--- src/rtl/cadh_pkg.sv ---
// ---------------------------------------------------------------------------
// cadh_pkg
// Payload types, field widths and calendar constants of the date adder.
// ---------------------------------------------------------------------------
package cadh_pkg;

    localparam int YEAR_W  = 16;
    localparam int MONTH_W = 4;
    localparam int DAY_W   = 5;
    localparam int HOUR_W  = 5;
    localparam int AMT_W   = 16;

    // Hour sum and its split into whole days.
    localparam int SUM_W       = 17;
    localparam int DIV3_MUL_W  = 16;
    localparam logic [DIV3_MUL_W-1:0] DIV3_MUL = 16'd43691;
    localparam int DIV3_SHIFT  = 17;
    localparam int PROD_W      = SUM_W - 3 + DIV3_MUL_W;
    localparam int Q_W         = PROD_W - DIV3_SHIFT;

    localparam int LEN_W = 9;
    localparam logic [LEN_W-1:0] DAYS_YEAR = 9'd365;
    localparam logic [LEN_W-1:0] DAYS_LEAP = 9'd366;

    localparam int LEAP_CENTURY = 100;
    localparam int LEAP_QUAD    = 400;
    localparam int C100_W       = 7;
    localparam int C400_W       = 9;

    localparam logic [YEAR_W-1:0]  TWO_DIGIT_LIMIT = 16'd100;
    localparam logic [MONTH_W-1:0] MONTH_FEB       = 4'd2;
    localparam logic [MONTH_W-1:0] MONTHS          = 4'd12;
    localparam logic [MONTH_W-1:0] MONTH_LIMIT     = 4'd13;

    localparam logic REQ_HOURS = 1'b1;

    typedef struct packed {
        logic               req_type;
        logic [YEAR_W-1:0]  year_in;
        logic [MONTH_W-1:0] month_in;
        logic [DAY_W-1:0]   day_in;
        logic [HOUR_W-1:0]  hour_in;
        logic [AMT_W-1:0]   amount;
    } t_in;

    typedef struct packed {
        logic [YEAR_W-1:0]  year_out;
        logic [MONTH_W-1:0] month_out;
        logic [DAY_W-1:0]   day_out;
        logic [HOUR_W-1:0]  hour_out;
    } t_out;

    // Length of a month (1 to 12) in days.
    function automatic logic [DAY_W-1:0] month_days(input logic [MONTH_W-1:0] mo,
                                                    input logic leap);
        logic [DAY_W-1:0] len;
        if (mo == MONTH_FEB) begin
            len = leap ? 5'd29 : 5'd28;
        end else if (mo inside {4'd4, 4'd6, 4'd9, 4'd11}) begin
            len = 5'd30;
        end else begin
            len = 5'd31;
        end
        return len;
    endfunction

endpackage

--- src/rtl/calendar_add_days_hours.sv ---
// ---------------------------------------------------------------------------
// calendar_add_days_hours
// Adds a number of days or hours to a Gregorian date and hour of day.
// ---------------------------------------------------------------------------
// Usage: one request enters on the input channel (i_in_valid, o_in_stall,
// i_in_data) and one result leaves on the output channel (o_out_valid,
// i_out_stall, o_out_data). A transfer happens at a clock edge where valid
// is high and stall is low. The block works on one request at a time and
// stalls its input from the transfer until the result has been taken.
// Operation: the date is turned into a day count from BASE_YEAR-01-01, the
// amount is added and the count is split back into a date, all through one
// shared add/subtract/compare unit, one step per cycle. Hours mode first
// splits the hour sum into whole days and an hour of day. The year is then
// folded by repeated subtraction of BASE_YEAR, the days of each year from
// BASE_YEAR to the input year and of each earlier month are added, and
// whole years and months are taken off the count again to form the result.
// Reset (synchronous, active low) returns the sequencer to idle and drops
// o_out_valid. A stalled result holds o_out_valid and o_out_data unchanged
// until the receiver takes it; the next request is accepted afterwards.
// ---------------------------------------------------------------------------
module calendar_add_days_hours
    import cadh_pkg::*;
#(
    parameter int BASE_YEAR = 2000
) (
    input  logic i_clk,
    input  logic i_rst_n,
    input  logic i_in_valid,
    output logic o_in_stall,
    input  t_in  i_in_data,
    output logic o_out_valid,
    input  logic i_out_stall,
    output t_out o_out_data
);

    // The day count must hold every input year's offset plus the amount.
    localparam int CNT_MAX = BASE_YEAR * int'(DAYS_LEAP) + (2 ** AMT_W)
                             + 2 * int'(DAYS_LEAP);
    localparam int CNT_W   = $clog2(CNT_MAX + 1);
    localparam int ALU_W   = (CNT_W > YEAR_W) ? CNT_W : YEAR_W;

    localparam logic [YEAR_W-1:0] BASE_Y    = YEAR_W'(BASE_YEAR);
    localparam logic [C100_W-1:0] BASE_C100 = C100_W'(BASE_YEAR % LEAP_CENTURY);
    localparam logic [C400_W-1:0] BASE_C400 = C400_W'(BASE_YEAR % LEAP_QUAD);
    localparam logic [C100_W-1:0] C100_LAST = C100_W'(LEAP_CENTURY - 1);
    localparam logic [C400_W-1:0] C400_LAST = C400_W'(LEAP_QUAD - 1);

    // Sequencer states, one-hot.
    typedef enum logic [10:0] {
        S_IDLE = 11'b000_0000_0001,  // waiting for a request
        S_DIV  = 11'b000_0000_0010,  // hour sum divided by 24
        S_HREM = 11'b000_0000_0100,  // hour remainder, whole days
        S_FOLD = 11'b000_0000_1000,  // fold the year into the valid range
        S_DAY  = 11'b000_0001_0000,  // add the day of month
        S_YACC = 11'b000_0010_0000,  // count whole years from the base
        S_MACC = 11'b000_0100_0000,  // count whole months of the year
        S_CHK  = 11'b000_1000_0000,  // zero count keeps the date
        S_YSUB = 11'b001_0000_0000,  // take whole years off the count
        S_MSUB = 11'b010_0000_0000,  // take whole months off the count
        S_OUT  = 11'b100_0000_0000   // result offered downstream
    } t_state;

    t_state r_state, n_state;

    logic                r_type,  n_type;
    logic [YEAR_W-1:0]   r_yin,   n_yin;
    logic [YEAR_W-1:0]   r_off,   n_off;
    logic [YEAR_W-1:0]   r_yr,    n_yr;
    logic [MONTH_W-1:0]  r_m,     n_m;
    logic [MONTH_W-1:0]  r_mo,    n_mo;
    logic [DAY_W-1:0]    r_d,     n_d;
    logic [HOUR_W-1:0]   r_h,     n_h;
    logic [SUM_W-1:0]    r_sum,   n_sum;
    logic [Q_W-1:0]      r_q,     n_q;
    logic [ALU_W-1:0]    r_acc,   n_acc;
    logic [C100_W-1:0]   r_c100,  n_c100;
    logic [C400_W-1:0]   r_c400,  n_c400;
    logic                r_first, n_first;
    logic                r_valid, n_valid;
    logic                r_keep,  n_keep;

    // Leap year tracking for the year counter, kept as running remainders.
    logic                leap;
    logic [LEN_W-1:0]    year_len;
    logic [DAY_W-1:0]    mon_len;
    logic [MONTH_W-1:0]  mlim;
    logic [YEAR_W-1:0]   yr_inc;
    logic [C100_W-1:0]   c100_inc;
    logic [C400_W-1:0]   c400_inc;

    assign leap     = ((r_yr[1:0] == 2'b00) && (r_c100 != '0)) || (r_c400 == '0);
    assign year_len = leap ? DAYS_LEAP : DAYS_YEAR;
    assign mon_len  = month_days(r_mo, leap);
    assign mlim     = (r_m > MONTH_LIMIT) ? MONTH_LIMIT : r_m;
    assign yr_inc   = r_yr + YEAR_W'(1);
    assign c100_inc = (r_c100 == C100_LAST) ? '0 : r_c100 + C100_W'(1);
    assign c400_inc = (r_c400 == C400_LAST) ? '0 : r_c400 + C400_W'(1);

    // Hour sum split into days: (sum / 8) / 3 by a reciprocal multiply.
    logic [PROD_W-1:0]   prod;
    logic [SUM_W-1:0]    q24;
    logic [SUM_W-1:0]    hrem;

    assign prod = PROD_W'(r_sum[SUM_W-1:3]) * PROD_W'(DIV3_MUL);
    assign q24  = (SUM_W'(r_q) << 4) + (SUM_W'(r_q) << 3);
    assign hrem = r_sum - q24;

    // Shared add/subtract unit. With subtraction the carry out is a >= b.
    logic                alu_sub;
    logic [ALU_W-1:0]    alu_a;
    logic [ALU_W-1:0]    alu_b;
    logic [ALU_W:0]      alu_res;
    logic                alu_ge;
    logic [ALU_W-1:0]    alu_val;
    logic [DAY_W-1:0]    d_less1;

    assign d_less1 = r_d - DAY_W'(1);

    always_comb begin
        alu_a   = r_acc;
        alu_b   = '0;
        alu_sub = 1'b0;
        case (r_state)
            S_FOLD: begin
                alu_a   = ALU_W'(r_off);
                alu_b   = ALU_W'(BASE_Y);
                alu_sub = 1'b1;
            end
            S_DAY: begin
                alu_b = r_valid ? ALU_W'(d_less1) : '0;
            end
            S_YACC: begin
                alu_b = ALU_W'(year_len);
            end
            S_MACC: begin
                alu_b = ALU_W'(mon_len);
            end
            S_YSUB: begin
                alu_b   = ALU_W'(year_len);
                alu_sub = 1'b1;
            end
            S_MSUB: begin
                alu_b   = ALU_W'(mon_len);
                alu_sub = 1'b1;
            end
            default: begin
                alu_b = '0;
            end
        endcase
    end

    assign alu_res = {1'b0, alu_a} + {1'b0, (alu_sub ? ~alu_b : alu_b)}
                     + (ALU_W + 1)'(alu_sub);
    assign alu_ge  = alu_res[ALU_W];
    assign alu_val = alu_res[ALU_W-1:0];

    // Sequencer.
    always_comb begin
        n_state = r_state;
        n_type  = r_type;
        n_yin   = r_yin;
        n_off   = r_off;
        n_yr    = r_yr;
        n_m     = r_m;
        n_mo    = r_mo;
        n_d     = r_d;
        n_h     = r_h;
        n_sum   = r_sum;
        n_q     = r_q;
        n_acc   = r_acc;
        n_c100  = r_c100;
        n_c400  = r_c400;
        n_first = r_first;
        n_valid = r_valid;
        n_keep  = r_keep;

        case (r_state)
            S_IDLE: begin
                if (i_in_valid) begin
                    n_type  = i_in_data.req_type;
                    n_yin   = i_in_data.year_in;
                    n_off   = i_in_data.year_in;
                    n_m     = i_in_data.month_in;
                    n_d     = i_in_data.day_in;
                    n_h     = i_in_data.hour_in;
                    n_sum   = SUM_W'(i_in_data.hour_in) + SUM_W'(i_in_data.amount);
                    n_acc   = ALU_W'(i_in_data.amount);
                    n_yr    = BASE_Y;
                    n_c100  = BASE_C100;
                    n_c400  = BASE_C400;
                    n_first = 1'b1;
                    n_keep  = 1'b0;
                    n_state = (i_in_data.req_type == REQ_HOURS) ? S_DIV : S_FOLD;
                end
            end
            S_DIV: begin
                n_q     = prod[DIV3_SHIFT +: Q_W];
                n_state = S_HREM;
            end
            S_HREM: begin
                n_h   = hrem[HOUR_W-1:0];
                n_acc = ALU_W'(r_q);
                // Less than a whole day: the date passes through untouched.
                if (r_q == '0) begin
                    n_keep  = 1'b1;
                    n_state = S_OUT;
                end else begin
                    n_state = S_FOLD;
                end
            end
            S_FOLD: begin
                if (alu_ge) begin
                    n_off   = alu_val[YEAR_W-1:0];
                    n_first = 1'b0;
                end else begin
                    // A year from 100 up to just below the base year is invalid, as are
                    // a zero month and a zero day: the count starts at zero.
                    n_valid = (r_m != '0) && (r_d != '0)
                              && !(r_first && (r_off >= TWO_DIGIT_LIMIT));
                    if (!n_valid) begin
                        n_off = '0;
                    end
                    n_state = S_DAY;
                end
            end
            S_DAY: begin
                n_acc   = alu_val;
                n_state = S_YACC;
            end
            S_YACC: begin
                if (r_off == '0) begin
                    n_mo    = MONTH_W'(1);
                    n_state = S_MACC;
                end else begin
                    n_acc  = alu_val;
                    n_off  = r_off - YEAR_W'(1);
                    n_yr   = yr_inc;
                    n_c100 = c100_inc;
                    n_c400 = c400_inc;
                end
            end
            S_MACC: begin
                if (!r_valid || (r_mo >= mlim)) begin
                    n_state = S_CHK;
                end else begin
                    n_acc = alu_val;
                    n_mo  = r_mo + MONTH_W'(1);
                end
            end
            S_CHK: begin
                if (r_acc == '0) begin
                    n_keep  = 1'b1;
                    n_state = S_OUT;
                end else begin
                    n_yr    = BASE_Y;
                    n_c100  = BASE_C100;
                    n_c400  = BASE_C400;
                    n_state = S_YSUB;
                end
            end
            S_YSUB: begin
                if (!alu_ge) begin
                    n_mo    = MONTH_W'(1);
                    n_state = S_MSUB;
                end else begin
                    n_acc  = alu_val;
                    n_yr   = yr_inc;
                    n_c100 = c100_inc;
                    n_c400 = c400_inc;
                end
            end
            S_MSUB: begin
                if ((r_mo == MONTHS) || !alu_ge) begin
                    n_state = S_OUT;
                end else begin
                    n_acc = alu_val;
                    n_mo  = r_mo + MONTH_W'(1);
                end
            end
            S_OUT: begin
                if (!i_out_stall) begin
                    n_state = S_IDLE;
                end
            end
            default: begin
                n_state = S_IDLE;
            end
        endcase
    end

    always_ff @(posedge i_clk) begin
        if (!i_rst_n) begin
            r_state <= S_IDLE;
        end else begin
            r_state <= n_state;
        end
    end

    always_ff @(posedge i_clk) begin
        r_type  <= n_type;
        r_yin   <= n_yin;
        r_off   <= n_off;
        r_yr    <= n_yr;
        r_m     <= n_m;
        r_mo    <= n_mo;
        r_d     <= n_d;
        r_h     <= n_h;
        r_sum   <= n_sum;
        r_q     <= n_q;
        r_acc   <= n_acc;
        r_c100  <= n_c100;
        r_c400  <= n_c400;
        r_first <= n_first;
        r_valid <= n_valid;
        r_keep  <= n_keep;
    end

    // The input stays stalled for the whole request; the result is held in
    // the working registers while it waits in S_OUT. In days mode r_type is
    // clear and r_h still holds the input hour.
    assign o_in_stall  = (r_state != S_IDLE);
    assign o_out_valid = (r_state == S_OUT);

    always_comb begin
        if (r_keep) begin
            o_out_data.year_out  = r_yin;
            o_out_data.month_out = r_m;
            o_out_data.day_out   = r_d;
        end else begin
            o_out_data.year_out  = r_yr;
            o_out_data.month_out = r_mo;
            o_out_data.day_out   = r_acc[DAY_W-1:0] + DAY_W'(1);
        end
        o_out_data.hour_out = (r_type == REQ_HOURS) ? r_h : r_h;
    end

endmodule

--- config.mk ---
export PLATFORM = sky130hd
export DESIGN_NAME = calendar_add_days_hours
export DESIGN_NICKNAME = d
export VERILOG_FILES = /design/src/rtl/cadh_pkg.sv /design/src/rtl/calendar_add_days_hours.sv
export SDC_FILE = /design/constraint.sdc
export NUM_CORES = 1
export LEC_CHECK = 0
export ABC_AREA = 1
export BUFFER_PORTS_ARGS = -buffer_cell sky130_fd_sc_hd__buf_2
export CAP_MARGIN = 10
export CORE_MARGIN = 1
export CORE_UTILIZATION = 45
export DETAILED_ROUTE_END_ITERATION = 7
export GPL_TIMING_DRIVEN = 0
export SKIP_LAST_GASP = 1
export SLEW_MARGIN = 10
export SYNTH_ARGS = -nofsm -noshare
export SYNTH_HDL_FRONTEND = slang
export SYNTH_SLANG_ARGS = --single-unit
--- constraint.sdc ---
create_clock -name i_clk -period 6.75 [get_ports i_clk]
set_input_delay 0.675 -clock i_clk [delete_from_list [all_inputs] [get_ports i_clk]]
set_output_delay 0.675 -clock i_clk [all_outputs]
set_load 0.02 [all_outputs]
==> results by stage <==
Timing:
- Setup repair after global routing left no endpoint under its margin.
- The number of failing setup endpoints in the final timing report is 0.
- In the finished design, the share of the clock period the worst path needs comes to 0.831.
- The final setup slack of the worst path is 1140 ps.
- The clock skew is 25.4 ps.
- The transition time at the pin with the least slew margin is 775 ps.
- The number of pins with negative max-slew slack in the final report came to 0.
- In this run the tightest slew margin relative to its limit is 0.478.
- Timing would allow up to 178 MHz.
- The total count of hold-check failures in the final report is 0.
- Subtracting the final worst setup slack from the clock period gives 5610 ps.

Setup path:
- The worst setup path is captured at a register.
- The critical path required time is 6940 ps.
- At the worst endpoint, the arrival time is 5800 ps.
- The nature of the critical path startpoint is a register.
- The critical-path maximum fanout is 5.
- The worst setup path is of the register to register kind.

Job:
- The count of max-cap constraint violations is 0.

Synthesis:
- The dominant synthesized flop cell is sky130_fd_sc_hd__edfxtp_1.
- A synthesized cell averages 8.66 um2.
- Synthesis produced a netlist with a net count of 1725.
- The synthesized netlist occupies a cell area of 12700 um2.
- The number of synthesized flops with an enable pin is 135.
- The sequential area share after synthesis is 0.335.
- Of all flip-flops after synthesis, the portion carrying an async set or reset was 0.
- The flip-flop and latch count after synthesis is 146.
- The count of synthesis-stage warnings from yosys is 0.
- The instance count of the mapped netlist is 1472.
- Synthesis instantiated 55 different standard cells from the library.

Clock tree:
- The number of hold buffers added after CTS was 0.
- The CTS buffer count is 17.
- TritonCTS built the clock tree.
- The clock reaches the later pin of the worst-skew pair after 450 ps.
- The sink count of the clock tree is 146.
- After clock tree synthesis, the clock-pin slew on the worst setup and hold paths is 80 ps.
- Once the clock tree was built, the setup fixing pass inserted 0 buffers.
- The tree is rooted in a sky130_fd_sc_hd__clkbuf_16.
- The count of cells resized by post-cts repair is 0.
- The buffer levels on the longest clock path is 2.
- In this run the number of H-tree levels came out at 4.

Global route:
- The initial antenna violation count was 0.
- Entering global routing, the biggest net connects 26 pins.
- The overall routing resource usage is 0.238.
- The first global-routing pass estimated 53100 um of wire.
- The via count of the first global-routing pass came to 10100.
- The remaining global-route overflow is 0.

Floorplanning:
- In this run the core area contains 61 standard-cell rows.
- The I/O pin count is 83.
- The die covers 29000 um2.
- The floorplan step set the die width to 170 um.
- The area of the core region is 27900 um2.
- The effective utilization at floorplan is 0.458.
- The y dimension of the die is 170 um.

Route:
- Across all layers, the routed design uses 10400 vias.
- The number of DRC markers in iteration 0 is 674.
- In this run the remaining antenna-violating nets after routing total 0.
- The via density per instance is 5.27.
- In the routed design, unresolved DRC markers number 0.
- Summed over all layers, the routed wires come to 33200 um.
- The first-pass detailed-route iteration total is 5.
- The routed wire length per instance is 16.9 um.

Final layout:
- The fraction of layout instances using a drive strength above 1 is 0.117.
- The number of antenna diodes in the final layout is 0.
- The net count of the finished layout is 1830.
- The most frequent standard cell in the layout excluding fill and tap cells is sky130_fd_sc_hd__inv_1.
- At the end of the flow the core is filled with cells to 0.515.
- After routing the design area is 14400 um2.
- The synthesis-to-layout area growth is 12.6%.
- In the layout the commonest cells are sky130_fd_sc_hd__inv_1, sky130_fd_sc_hd__nand2_1, sky130_fd_sc_hd__ha_1, sky130_fd_sc_hd__nor2_1, sky130_fd_sc_hd__edfxtp_1.

Run status:
- The flow ran to the end, and the final reports show no timing, DRC or antenna violations.

Placed design:
- The placer's final routability congestion estimate is 0.961.
- The placed instances occupy a cell area of 13700 um2.
- Detailed placement finished with a half-perimeter wire length of 27400 um.
- The port buffer count is 81.
- The post-placement setup slack is 1140 ps.

Hold path:
- The class of the worst hold path is primary input to register.
-- per-layer routing --
layer  up-vias  wire (um)  part of all wire  track usage
met1      4915      15300              0.46        0.311
li1       5135          -                 -            -
met4         0        679             0.020       0.0721
met3        49       1270             0.038       0.0295
met5         -          0                 0            0
met2       265      15900              0.48        0.409
-- synthesized netlist by cell type (5+ instances only) --
cell type / instances / area [um2]
sky130_fd_sc_hd__inv_1: 249 / 935
sky130_fd_sc_hd__nand2_1: 240 / 901
sky130_fd_sc_hd__ha_1: 144 / 1800
sky130_fd_sc_hd__nor2_1: 141 / 529
sky130_fd_sc_hd__edfxtp_1: 135 / 4050
sky130_fd_sc_hd__o21ai_0: 87 / 435
sky130_fd_sc_hd__a21oi_1: 73 / 365
sky130_fd_sc_hd__nand3_1: 68 / 340
sky130_fd_sc_hd__fa_1: 58 / 1160
sky130_fd_sc_hd__xor2_1: 40 / 350
sky130_fd_sc_hd__nand4_1: 20 / 125
sky130_fd_sc_hd__xnor2_1: 17 / 149
sky130_fd_sc_hd__clkbuf_1: 16 / 60.1
sky130_fd_sc_hd__nor3_1: 15 / 75.1
sky130_fd_sc_hd__a31oi_1: 13 / 81.3
sky130_fd_sc_hd__nand2_2: 13 / 81.3
sky130_fd_sc_hd__dfxtp_1: 11 / 220
sky130_fd_sc_hd__o21ai_1: 10 / 50.1
sky130_fd_sc_hd__nor4_1: 9 / 56.3
sky130_fd_sc_hd__inv_2: 8 / 30.0
sky130_fd_sc_hd__nand2_4: 8 / 90.1
sky130_fd_sc_hd__nand3_2: 8 / 80.1
sky130_fd_sc_hd__nor3b_1: 8 / 60.1
sky130_fd_sc_hd__a21o_1: 7 / 52.6
sky130_fd_sc_hd__o221ai_1: 7 / 61.3
sky130_fd_sc_hd__o211ai_1: 6 / 45.0
sky130_fd_sc_hd__nor2_4: 5 / 56.3
-- worst max-delay path, stage by stage, from the launching register on --
cell	delay, ps
sky130_fd_sc_hd__edfxtp_1	520
sky130_fd_sc_hd__ha_1	350
sky130_fd_sc_hd__inv_1	80
sky130_fd_sc_hd__fa_1	480
sky130_fd_sc_hd__inv_1	100
sky130_fd_sc_hd__fa_1	540
sky130_fd_sc_hd__inv_1	50
sky130_fd_sc_hd__fa_1	510
sky130_fd_sc_hd__inv_1	50
sky130_fd_sc_hd__fa_1	480
sky130_fd_sc_hd__fa_1	410
sky130_fd_sc_hd__ha_1	360
sky130_fd_sc_hd__a21oi_1	200
sky130_fd_sc_hd__o21ai_0	150
sky130_fd_sc_hd__a21oi_1	140
sky130_fd_sc_hd__o21ai_1	120
sky130_fd_sc_hd__a21boi_0	380
sky130_fd_sc_hd__o21ai_1	160
sky130_fd_sc_hd__nand2_1	90
sky130_fd_sc_hd__nand2_1	50
sky130_fd_sc_hd__xor2_1	140
-- flip-flops by register name, summed over array words and instances (netlist names), 4 cells and up --
signal and cells:
r_state 11, r_sum 17, r_c100 7, r_q 13, r_c400 9, r_h 5
r_d 5, r_acc 20, r_mo 4, r_yin 16, r_off 16, r_yr 16
r_m 4
-- area by class of cell --
cell class | instances | area (um2)
Clock inverter | 15 | 188
Timing Repair Buffer | 86 | 479
Buffer | 20 | 88.8
Inverter | 259 | 972
Multi-Input combinational cell | 1047 | 7450
Sequential cell | 146 | 4270
Tap cell | 378 | 473
Clock buffer | 17 | 425
Fill cell | 2677 | 13500
-- worst paths after layout --
kind                            from                 endpoint  slack (ps)  cells past startpoint
max              r_sum[13]$_DFFE_PP_        r_q[10]$_DFFE_PP_        1140                     20
min reg2reg  r_state[8]$_SDFFE_PN0P_  r_state[8]$_SDFFE_PN0P_         510                      2
min                    i_in_data[27]         r_m[1]$_DFFE_PP_         410                      1
max reg2reg      r_sum[13]$_DFFE_PP_        r_q[10]$_DFFE_PP_        1140                     20
-- kinds of logic (layout without fill, tap and decap cells) --
logic type	count (synthesis)	count (layout)	share of synthesized area
compound gates	234	234	0.105
flops	146	146	0.335
fa+ha+maj	202	202	0.232
xor+xnor	58	58	0.0404
simple gates	553	553	0.203
buf+inv	279	397	0.0832
-- metrics by stage --
| stage | hold slack, ps | cells | TNS [ps] |
|---|---|---|---|
| finish | 412 | 1968 | 0 |
| global route | 406 | 1968 | 0 |
| CTS | 404 | 1968 | 0 |
| detailed placement | 499 | 1936 | 0 |
| global placement | 495 | 1931 | -2560 |
| floorplan | 472 | 1472 | 0 |
Power is left out: the tool's default activity adds up to more than one toggle a clock period on the data nets, which glitch-free logic cannot reach.
